--- src/rtl/core/blps_pkg.sv ---
`timescale 1ns / 1ps
// Shared types and constants for the button LED pattern sequencer.
// No dependencies.
package blps_pkg;

    typedef enum logic [2:0] {
        PH_START   = 3'd0,
        PH_WAIT    = 3'd1,
        PH_INC     = 3'd2,
        PH_DEC     = 3'd3,
        PH_BOTH    = 3'd4,
        PH_RELEASE = 3'd5
    } button_phase_t;

    localparam int NUM_TASKS   = 4;
    localparam int PERIOD_W    = 16;
    localparam int CFG_ADDR_W  = 4;
    localparam int CFG_DATA_W  = 32;

    // task / register indexes
    localparam logic [1:0] TASK_BUTTON  = 2'd0;
    localparam logic [1:0] TASK_BLINK   = 2'd1;
    localparam logic [1:0] TASK_CHECKER = 2'd2;
    localparam logic [1:0] TASK_BAR     = 2'd3;

    localparam logic [PERIOD_W-1:0] BUTTON_PERIOD_RST  = 16'd50;
    localparam logic [PERIOD_W-1:0] BLINK_PERIOD_RST   = 16'd800;
    localparam logic [PERIOD_W-1:0] CHECKER_PERIOD_RST = 16'd500;
    localparam logic [PERIOD_W-1:0] BAR_PERIOD_RST     = 16'd100;

    // pattern selection codes
    localparam logic [1:0] SEL_BLINK   = 2'd1;
    localparam logic [1:0] SEL_CHECKER = 2'd2;
    localparam logic [1:0] SEL_BAR     = 2'd3;

    localparam logic [7:0] LED_ALL_ON  = 8'hFF;
    localparam logic [7:0] LED_ALL_OFF = 8'h00;
    localparam logic [7:0] LED_CHK_A   = 8'hAA;
    localparam logic [7:0] LED_CHK_B   = 8'h55;

    function automatic logic [7:0] bar_pattern(input logic [2:0] step);
        logic [7:0] pat;
        case (step)
            3'd0:    pat = 8'h00;
            3'd1:    pat = 8'h81;
            3'd2:    pat = 8'hC3;
            3'd3:    pat = 8'hE7;
            3'd4:    pat = 8'hFF;
            3'd5:    pat = 8'hE7;
            3'd6:    pat = 8'hC3;
            3'd7:    pat = 8'h81;
            default: pat = 8'h00;
        endcase
        return pat;
    endfunction

endpackage

--- src/rtl/core/button_led_pattern_sequencer_unit.sv ---
`timescale 1ns / 1ps
// Top level of the button LED pattern sequencer: tick scheduler, button
// machine, pattern generators, APB period registers. Uses blps_pkg.

// One beat on the item channel is one millisecond tick carrying the two
// button levels; one beat on the result channel returns the LED byte for
// that tick (zero while power is off). A tick is accepted every cycle while
// the result register is empty or being drained, so the sustained rate is
// one tick per clock, and the result is registered: the whole state update
// (four period counters, the button machine, then the blink, checker and
// bar steps) is one combinational pass into the state and result registers.
// Periods sit at APB byte addresses 0x0, 0x4, 0x8, 0xC (button, blink,
// checker, bar); writing one leaves the elapsed counts untouched, so a period
// set below the current count runs again only after the 16-bit count wraps.
module button_led_pattern_sequencer_unit (
    input  logic                           clk,
    input  logic                           rst_n,
    input  logic                           item_valid,
    output logic                           item_ready,
    input  logic                           dec_button,
    input  logic                           inc_button,
    output logic                           result_valid,
    input  logic                           result_ready,
    output logic [7:0]                     led_byte,
    input  logic                           psel,
    input  logic                           penable,
    input  logic                           pwrite,
    input  logic [blps_pkg::CFG_ADDR_W-1:0] paddr,
    input  logic [blps_pkg::CFG_DATA_W-1:0] pwdata,
    output logic [blps_pkg::CFG_DATA_W-1:0] prdata,
    output logic                           pready
);
    import blps_pkg::*;

    logic [PERIOD_W-1:0] period_reg  [NUM_TASKS];
    logic [PERIOD_W-1:0] elapsed_reg [NUM_TASKS];
    logic [PERIOD_W-1:0] elapsed_next[NUM_TASKS];
    logic [NUM_TASKS-1:0] started_reg, started_next;
    logic [NUM_TASKS-1:0] hit;

    button_phase_t phase_reg, phase_next;
    logic [1:0] sel_reg, sel_next;
    logic       power_reg, power_next;
    logic       latched_reg, latched_next;
    logic [7:0] pat_reg, pat_next;
    logic       blink_reg, blink_next;
    logic       chk_reg, chk_next;
    logic [2:0] bar_reg, bar_next;

    logic       result_valid_reg;
    logic [7:0] led_byte_reg, led_byte_next;
    logic       item_fire;
    logic       cfg_write;
    logic [1:0] cfg_index;

    assign item_ready   = !result_valid_reg || result_ready;
    assign item_fire    = item_valid && item_ready;
    assign result_valid = result_valid_reg;
    assign led_byte     = led_byte_reg;

    assign pready    = 1'b1;
    assign cfg_write = psel && penable && pwrite;
    assign cfg_index = paddr[3:2];
    assign prdata    = {{(CFG_DATA_W-PERIOD_W){1'b0}}, period_reg[cfg_index]};

    // scheduler: run when count equals period, then clear and count up
    always_comb
    begin
        for (int k = 0; k < NUM_TASKS; k++)
        begin
            hit[k]          = (elapsed_reg[k] == period_reg[k]);
            elapsed_next[k] = (hit[k] ? '0 : elapsed_reg[k]) + PERIOD_W'(1);
        end
        started_next = started_reg | hit;
    end

    // button machine, then the three pattern tasks in order
    always_comb
    begin
        logic a;
        logic b;
        a            = dec_button;
        b            = inc_button;
        phase_next   = phase_reg;
        sel_next     = sel_reg;
        power_next   = power_reg;
        latched_next = latched_reg;
        pat_next     = pat_reg;
        blink_next   = blink_reg;
        chk_next     = chk_reg;
        bar_next     = bar_reg;

        if (hit[TASK_BUTTON])
        begin
            if (!started_reg[TASK_BUTTON])
            begin
                phase_next = PH_WAIT;
            end
            else
            begin
                case (phase_reg)
                    PH_WAIT:
                    begin
                        if (a && b)
                            phase_next = PH_BOTH;
                        else if (a)
                            phase_next = PH_DEC;
                        else if (b)
                            phase_next = PH_INC;
                    end
                    PH_INC:
                    begin
                        sel_next   = (sel_reg == SEL_BAR) ? SEL_BLINK : sel_reg + 2'd1;
                        phase_next = PH_RELEASE;
                    end
                    PH_DEC:
                    begin
                        sel_next   = (sel_reg <= SEL_BLINK) ? SEL_BAR : sel_reg - 2'd1;
                        phase_next = PH_RELEASE;
                    end
                    PH_BOTH:
                    begin
                        if (!latched_reg)
                        begin
                            power_next   = !power_reg;
                            sel_next     = SEL_BLINK;
                            latched_next = 1'b1;
                        end
                        phase_next = PH_RELEASE;
                    end
                    PH_RELEASE:
                    begin
                        if (!a && !b)
                        begin
                            phase_next   = PH_WAIT;
                            latched_next = 1'b0;
                        end
                        else if (a && b)
                        begin
                            phase_next = PH_BOTH;
                        end
                    end
                    default: phase_next = PH_WAIT;
                endcase
            end
        end

        // pattern tasks see selection and power as left by the button task
        if (hit[TASK_BLINK] && started_reg[TASK_BLINK])
        begin
            if (sel_next != SEL_BLINK)
                blink_next = 1'b0;
            else if (power_next)
            begin
                pat_next   = blink_reg ? LED_ALL_OFF : LED_ALL_ON;
                blink_next = !blink_reg;
            end
        end

        if (hit[TASK_CHECKER] && started_reg[TASK_CHECKER])
        begin
            if (sel_next != SEL_CHECKER)
                chk_next = 1'b0;
            else if (power_next)
            begin
                pat_next = chk_reg ? LED_CHK_B : LED_CHK_A;
                chk_next = !chk_reg;
            end
        end

        if (hit[TASK_BAR] && started_reg[TASK_BAR])
        begin
            if (sel_next != SEL_BAR)
                bar_next = 3'd0;
            else if (power_next)
            begin
                pat_next = bar_pattern(bar_reg);
                bar_next = bar_reg + 3'd1;
            end
        end

        led_byte_next = power_next ? pat_next : 8'h00;
    end

    always_ff @(posedge clk or negedge rst_n)
    begin
        if (!rst_n)
        begin
            period_reg[TASK_BUTTON]  <= BUTTON_PERIOD_RST;
            period_reg[TASK_BLINK]   <= BLINK_PERIOD_RST;
            period_reg[TASK_CHECKER] <= CHECKER_PERIOD_RST;
            period_reg[TASK_BAR]     <= BAR_PERIOD_RST;
        end
        else if (cfg_write)
        begin
            period_reg[cfg_index] <= pwdata[PERIOD_W-1:0];
        end
    end

    always_ff @(posedge clk or negedge rst_n)
    begin
        if (!rst_n)
        begin
            elapsed_reg[TASK_BUTTON]  <= BUTTON_PERIOD_RST;
            elapsed_reg[TASK_BLINK]   <= BLINK_PERIOD_RST;
            elapsed_reg[TASK_CHECKER] <= CHECKER_PERIOD_RST;
            elapsed_reg[TASK_BAR]     <= BAR_PERIOD_RST;
            started_reg <= '0;
            phase_reg   <= PH_START;
            sel_reg     <= SEL_BLINK;
            power_reg   <= 1'b0;
            latched_reg <= 1'b0;
            pat_reg     <= 8'h00;
            blink_reg   <= 1'b0;
            chk_reg     <= 1'b0;
            bar_reg     <= 3'd0;
        end
        else if (item_fire)
        begin
            for (int k = 0; k < NUM_TASKS; k++)
            begin
                elapsed_reg[k] <= elapsed_next[k];
            end
            started_reg <= started_next;
            phase_reg   <= phase_next;
            sel_reg     <= sel_next;
            power_reg   <= power_next;
            latched_reg <= latched_next;
            pat_reg     <= pat_next;
            blink_reg   <= blink_next;
            chk_reg     <= chk_next;
            bar_reg     <= bar_next;
        end
    end

    always_ff @(posedge clk or negedge rst_n)
    begin
        if (!rst_n)
        begin
            result_valid_reg <= 1'b0;
        end
        else if (item_ready)
        begin
            result_valid_reg <= item_valid;
        end
    end

    always_ff @(posedge clk)
    begin
        if (item_fire)
        begin
            led_byte_reg <= led_byte_next;
        end
    end

endmodule

--- config.mk ---
export PLATFORM = sky130hd
export DESIGN_NAME = button_led_pattern_sequencer_unit
export DESIGN_NICKNAME = d
export VERILOG_FILES = /design/src/rtl/core/blps_pkg.sv /design/src/rtl/core/button_led_pattern_sequencer_unit.sv
export SDC_FILE = /design/constraint.sdc
export NUM_CORES = 1
export LEC_CHECK = 0
export ABC_AREA = 1
export BUFFER_PORTS_ARGS = -buffer_cell sky130_fd_sc_hd__buf_2
export CELL_PAD_IN_SITES_DETAIL_PLACEMENT = 2
export CELL_PAD_IN_SITES_GLOBAL_PLACEMENT = 2
export CORE_UTILIZATION = 35
export DETAILED_ROUTE_END_ITERATION = 10
export GPL_TIMING_DRIVEN = 1
export PLACE_DENSITY = 0.83
export SLEW_MARGIN = 15
export SYNTH_ARGS = -nofsm -noshare
export SYNTH_HDL_FRONTEND = slang
export SYNTH_SLANG_ARGS = --single-unit
--- constraint.sdc ---
create_clock -name clk -period 2.86 [get_ports clk]
set_input_delay 0.858 -clock clk [delete_from_list [all_inputs] [get_ports clk]]
set_output_delay 0.858 -clock clk [all_outputs]
set_load 0.02 [all_outputs]
==> impl_metrics.yaml, run 1 <==
run_status:
  status: "finished, violations left"
  violations: "DRC"
synthesis:
  synthArstFlopShare: 0.950
  syn_area_per_cell_um2: 7.70
  ys_ff_latch: 161
  ys_dominant_reg_cell: "dfrtp_1"
  synth_top_cell_by_area: "dfrtp_1"
  syn_inst: 1228
  yosysUniqueCellTypes: 50
  yosysTopAreaCellShare: 0.323
  syn-cell-area_um2: 9460
  synth_edf_count: 8
  synth.area.top_cells: "dfrtp_1, nand2_1, dfstp_2"
  synth_commonest_cells: "nand2_1, inv_1, dfrtp_1"
  synth_seq_area_share: 0.434
  yosys_warnings: 0
  yosysMostFrequentCell: "nand2_1"
setup_path:
  cp-start-kind: "input port"
  arrival_ps: 1950
  startpoint: "paddr[2]"
  rr_worst_depth: 11
  timing.rr.start: "elapsed_reg[2]"
  r2r_slack_ps: 190
  r2r-end: "led_byte[5]"
  cp.required_ps: 2000
  endpoint_kind: "output port"
  critPathKind: "in -> out"
  crit_fanout: 12
floorplanning:
  die_y_um: 166
  start_util: 0.360
  rows: 59
  core_area_um2: 26300
  pin_count: 88
  die_width_um: 166
  design.die.area_um2: 27700
pwr:
  switching_share: 0.400
  cell_internal_pwr_uw: 4810
  combPwrFrac: 0.290
  power_density_nw_per_um2: 738
  clkPwrFrac: 0.283
  power.switching_uw: 3210
  ir_drop_uv: 310
  p_seq_frac: 0.427
  p_leak_uw: 0.00513
timing:
  worstMarginPinSlew_ps: 668
  setup_ws_ps: 51.6
  holdWs_ps: 375
  setup-violations-final: 0
  maxSlewHeadroom: 0.553
  fin_crit_ps: 2810
  hold_viol: 0
  clock_skew_ps: 15.7
  fmax_mhz: 356
  finalCritPeriodShare: 0.982
  tns_ps: 0
  slew_viol_final: 0
clock_tree:
  cts_tree: "done"
  clock_sinks: 161
  clkTransAtPathRegs_ps: 70
  numCtsBuffers: 17
  cts-htree-levels: 4
  clock_latency_ps: 440
  cts_hold_buf: 0
  clockRootBuffer: "clkbuf_16"
  clockBufferDepth: 2
route:
  num_vias: 8572
  first_pass_iters: 8
  wl_um: 33000
  drc: 5
  drtIter0Drc: 483
  drtAntennaViolNets: 0
  vias_per_cell: 5.20
  wire_per_inst_um: 20.0
cells_and_area:
  drive_above_1_share: 0.172
  fill_cells: 3101
  final_nets: 1355
  n_antenna_cell: 0
  area_growth_pct: 14.8
  final_cell_area_um2: 10900
  final_cells: 1648
global_routing:
  grt_pass1_vias: 9572
  grt_pass1_wl_um: 53200
  grt_start_max_net_pins: 53
  antenna_found_initial: 0
  grt-ovfl-total: 0
  track_usage: 0.248
placement:
  place_inst: 1613
  placed_area_um2: 10200
  pre_cts_ws_ps: -47.9
  dp_hpwl_um: 23700
  port_buffers: 52
  place_congestion: 0.816
worst_hold_path:
  holdCritPathClass: "in -> async"
flow_run:
  cap_violations: 0
## worst max-delay path, stage by stage
cell,delay [ps]
buf_2,120
inv_1,70
nor2_1,160
buf_4,250
a22oi_1,90
o211ai_1,170
buf_2,230
## area by class of cell
| class | instances | area, um2 | area share |
|---|---|---|---|
| clock inverter | 13 | 115 | 0.0106 |
| sequential | 161 | 4110 | 0.379 |
| timing repair buffer | 84 | 569 | 0.0524 |
| multi-input combinational | 866 | 4550 | 0.419 |
| tap | 335 | 419 | 0.0386 |
| clock buffer | 19 | 443 | 0.0408 |
| inverter | 170 | 648 | 0.0597 |
## through the flow
stage | utilization | power, uW
floorplan | - | 4870
detailed placement | 0.389 | 5710
CTS | 0.411 | 8080
global placement | 0.389 | 5520
finish | 0.413 | 8020
global route | 0.413 | 8500
## power by group through the flow
stage	Clock (uW)	Sequential (uW)	Combinational, uW
5_1_grt	2410	3480	2610
3_5_place_dp	0	3440	2270
6_report	2270	3430	2320
4_1_cts	2320	3420	2350
2_1_floorplan	0	3210	1660
3_3_place_gp	0	3410	2110
## cells in the final DEF, fill, tap and decap left out, drive strengths merged, types with 22 or more instances in the layout
| cell type | n |
|---|---|
| dfstp | 31 |
| nor2 | 100 |
| buf | 84 |
| nor3 | 22 |
| nand3 | 47 |
| o21ai | 101 |
| dfrtp | 122 |
| nand4 | 29 |
| xnor2 | 42 |
| nand2 | 406 |
| inv | 177 |
| xor2 | 27 |
| a22oi | 25 |
## worst max path at each step
stage | slack [ps] | cells past startpoint | end
5_1_grt | -40 | 16 | elapsed_reg[46]
4_1_cts | 10 | 17 | elapsed_reg[30]
6_report | 50 | 7 | prdata[11]
3_5_place_dp | -50 | 16 | elapsed_reg[30]
2_1_floorplan | 230 | 4 | prdata[2]
3_3_place_gp | 100 | 17 | elapsed_reg[30]
## timing repair
action / in CTS / in global routing
cloned: 0 / 0
setup endpoints to repair: 3 / 15
buffers inserted: 1 / 2
resized for setup: 3 / 11
pin swaps: 2 / 4
## cells by family after synthesis
group | Yosys count | share of synthesized area
flip-flops | 161 | 0.434
XOR/XNOR | 69 | 0.0639
buffers and inverters | 216 | 0.0946
adder cells (fa/ha/maj) | 10 | 0.0132
AO/OA/AOI/OAI | 150 | 0.0925
AND/OR/NAND/NOR | 620 | 0.301
other | 2 | 0.000794
## routing by layer
layer / share of wire / track usage
met5: 0 / 0
met4: 0.034 / 0.108
met3: 0.028 / 0.0315
met2: 0.51 / 0.439
met1: 0.43 / 0.300
Power figures use the tool's default switching activity.
==> run 2, diff against run 1 <==
Settings changed: PLACE_DENSITY 0.83 to 0.86, REMOVE_ABC_BUFFERS set to 1.
==> run 2 against run 1 <==
Effect of this change:
- the run ends with DRC, setup timing left
- fmax down 2.6%
- register-to-register slack about the same
- wire length up 0.24%
- count of clock-buffer cells in the layout up 1
- clock power up 3%
- setup slack worse by 75 ps
- first-iteration DRC count up 5.8%
- highest routed layer unchanged
==> impl_metrics.yaml, run 2 (synthesized netlist as in run 1, its figures left out) <==
clock_tree:
  numCtsBuffers: 17
  cts_hold_buf: 0
  clkTransAtPathRegs_ps: 70
  clock_latency_ps: 450
  clockBufferDepth: 2
  clockRootBuffer: "clkbuf_16"
  clock_sinks: 161
  cts_tree: "done"
  cts-htree-levels: 4
cells_and_area:
  multiInputGateArea_um2: 4550
  seqCellArea_um2: 4110
  fill_cells: 3039
  area_growth_pct: 15.3
  final_nets: 1362
  drive_above_1_share: 0.175
  n_antenna_cell: 0
  final_common_cell: "nand2_1"
  layout_common_cells: "nand2_1, inv_1, dfrtp_1, o21ai_0, nor2_1"
timing:
  fmax_mhz: 347
  setup_ws_ps: -23.0
  worstMarginPinSlew_ps: 635
  maxSlewHeadroom: 0.573
  hold_viol: 0
  fin_crit_ps: 2880
  holdWs_ps: 358
  setup-violations-final: 1
  slew_viol_final: 0
  clock_skew_ps: 14.4
  finalCritPeriodShare: 1.01
  grt_setup_unrepaired: "yes"
placement:
  port_buffers: 52
  pre_cts_ws_ps: -22.9
  dp_hpwl_um: 24300
  place_congestion: 0.829
floorplanning:
  rows: 59
  die_width_um: 166
  die_y_um: 166
  pin_count: 88
  design.die.area_um2: 27700
  start_util: 0.360
  core_area_um2: 26300
pwr:
  p_leak_uw: 0.00517
  ir_drop_uv: 354
  power.switching_uw: 3200
  clkPwrFrac: 0.287
  combPwrFrac: 0.291
  p_seq_frac: 0.422
  power_density_nw_per_um2: 744
  cell_internal_pwr_uw: 4910
  switching_share: 0.394
global_routing:
  grt_pass1_wl_um: 53400
  antenna_found_initial: 0
  grt_pass1_vias: 9794
  track_usage: 0.250
  grt-ovfl-total: 0
  grt_start_max_net_pins: 47
setup_path:
  cp.required_ps: 2000
  endpoint_kind: "output port"
  crit_fanout: 9
  arrival_ps: 2030
  critPathKind: "in -> out"
  cp-start-kind: "input port"
run_status:
  violations: "DRC, setup timing"
  status: "finished, violations left"
route:
  drtIter0Drc: 511
  vias_per_cell: 5.20
  wl_um: 33000
  wire_per_inst_um: 20.0
  num_vias: 8614
  first_pass_iters: 8
  drc: 3
  drtAntennaViolNets: 0
worst_hold_path:
  holdCritPathClass: "in -> async"
flow_run:
  cap_violations: 0
[run 2: changes by cell type in the layout (fill, tap and decap cells not counted), sizes merged]
cell / previous run / this run
buf: 84 / 91
bufinv: 0 / 1
inv: 177 / 174
clkinv: 3 / 4
clkbuf: 19 / 20
[run 2: cell type report]
class,instances,area share
multi-input combinational,866,0.417
sequential,161,0.377
inverter,170,0.0595
timing repair buffer,91,0.0547
clock buffer,20,0.0420
tap,335,0.0384
clock inverter,12,0.0111
[run 2: path summary, 6_finish.rpt]
path / startpoint / end / slack (ps) / cells after the start
max in group asynchronous: rst_n / period_reg[40] / 1790 / 2
min reg2reg: started_reg[2] / started_reg[2] / 460 / 2
min in group clk: started_reg[2] / started_reg[2] / 460 / 2
min: rst_n / elapsed_reg[55] / 360 / 1
max reg2reg: period_reg[47] / elapsed_reg[46] / 180 / 14
max: paddr[3] / prdata[12] / -20 / 6
[run 2: timing repair]
item	CTS	global route
gates resized for setup	2	10
pin swaps	0	3
buffers inserted	0	3
setup endpoints to repair	2	23
[run 2: worst max-delay path, cell delays in order]
cell      delay, ps
buf_2           160
nor2_1           80
buf_4           170
a22oi_1         340
o221ai_2        210
buf_2           210
[run 2: power by group through the flow]
stage               clock [uW]  sequential (uW)  combinational, uW
floorplan                    0             3210               1630
global placement             0             3390               2110
detailed placement           0             3440               2300
CTS                       2390             3410               2390
global route              2470             3470               2650
finish                    2330             3420               2360
[run 2: through the flow]
stage               power (uW)  std cells  instance area (um2)  setup TNS, ps  utilization
floorplan                 4830       1197                 9270         -13200            -
global placement          5500       1620                10300              0        0.390
detailed placement        5740       1620                10300          -22.9        0.390
CTS                       8190       1652                10900          -4.29        0.413
global route              8580       1655                10900           -108        0.415
finish                    8110       1655                10900          -23.0        0.415
[run 2: routing by layer]
layer  global-route usage  vias to the layer above  wire length, um
li1                     -                     4005                -
met1                0.279                     4383            13300
met2                0.470                      159            17900
met3               0.0377                       67              816
met4               0.0994                        0             1020
met5                    0                        -                0
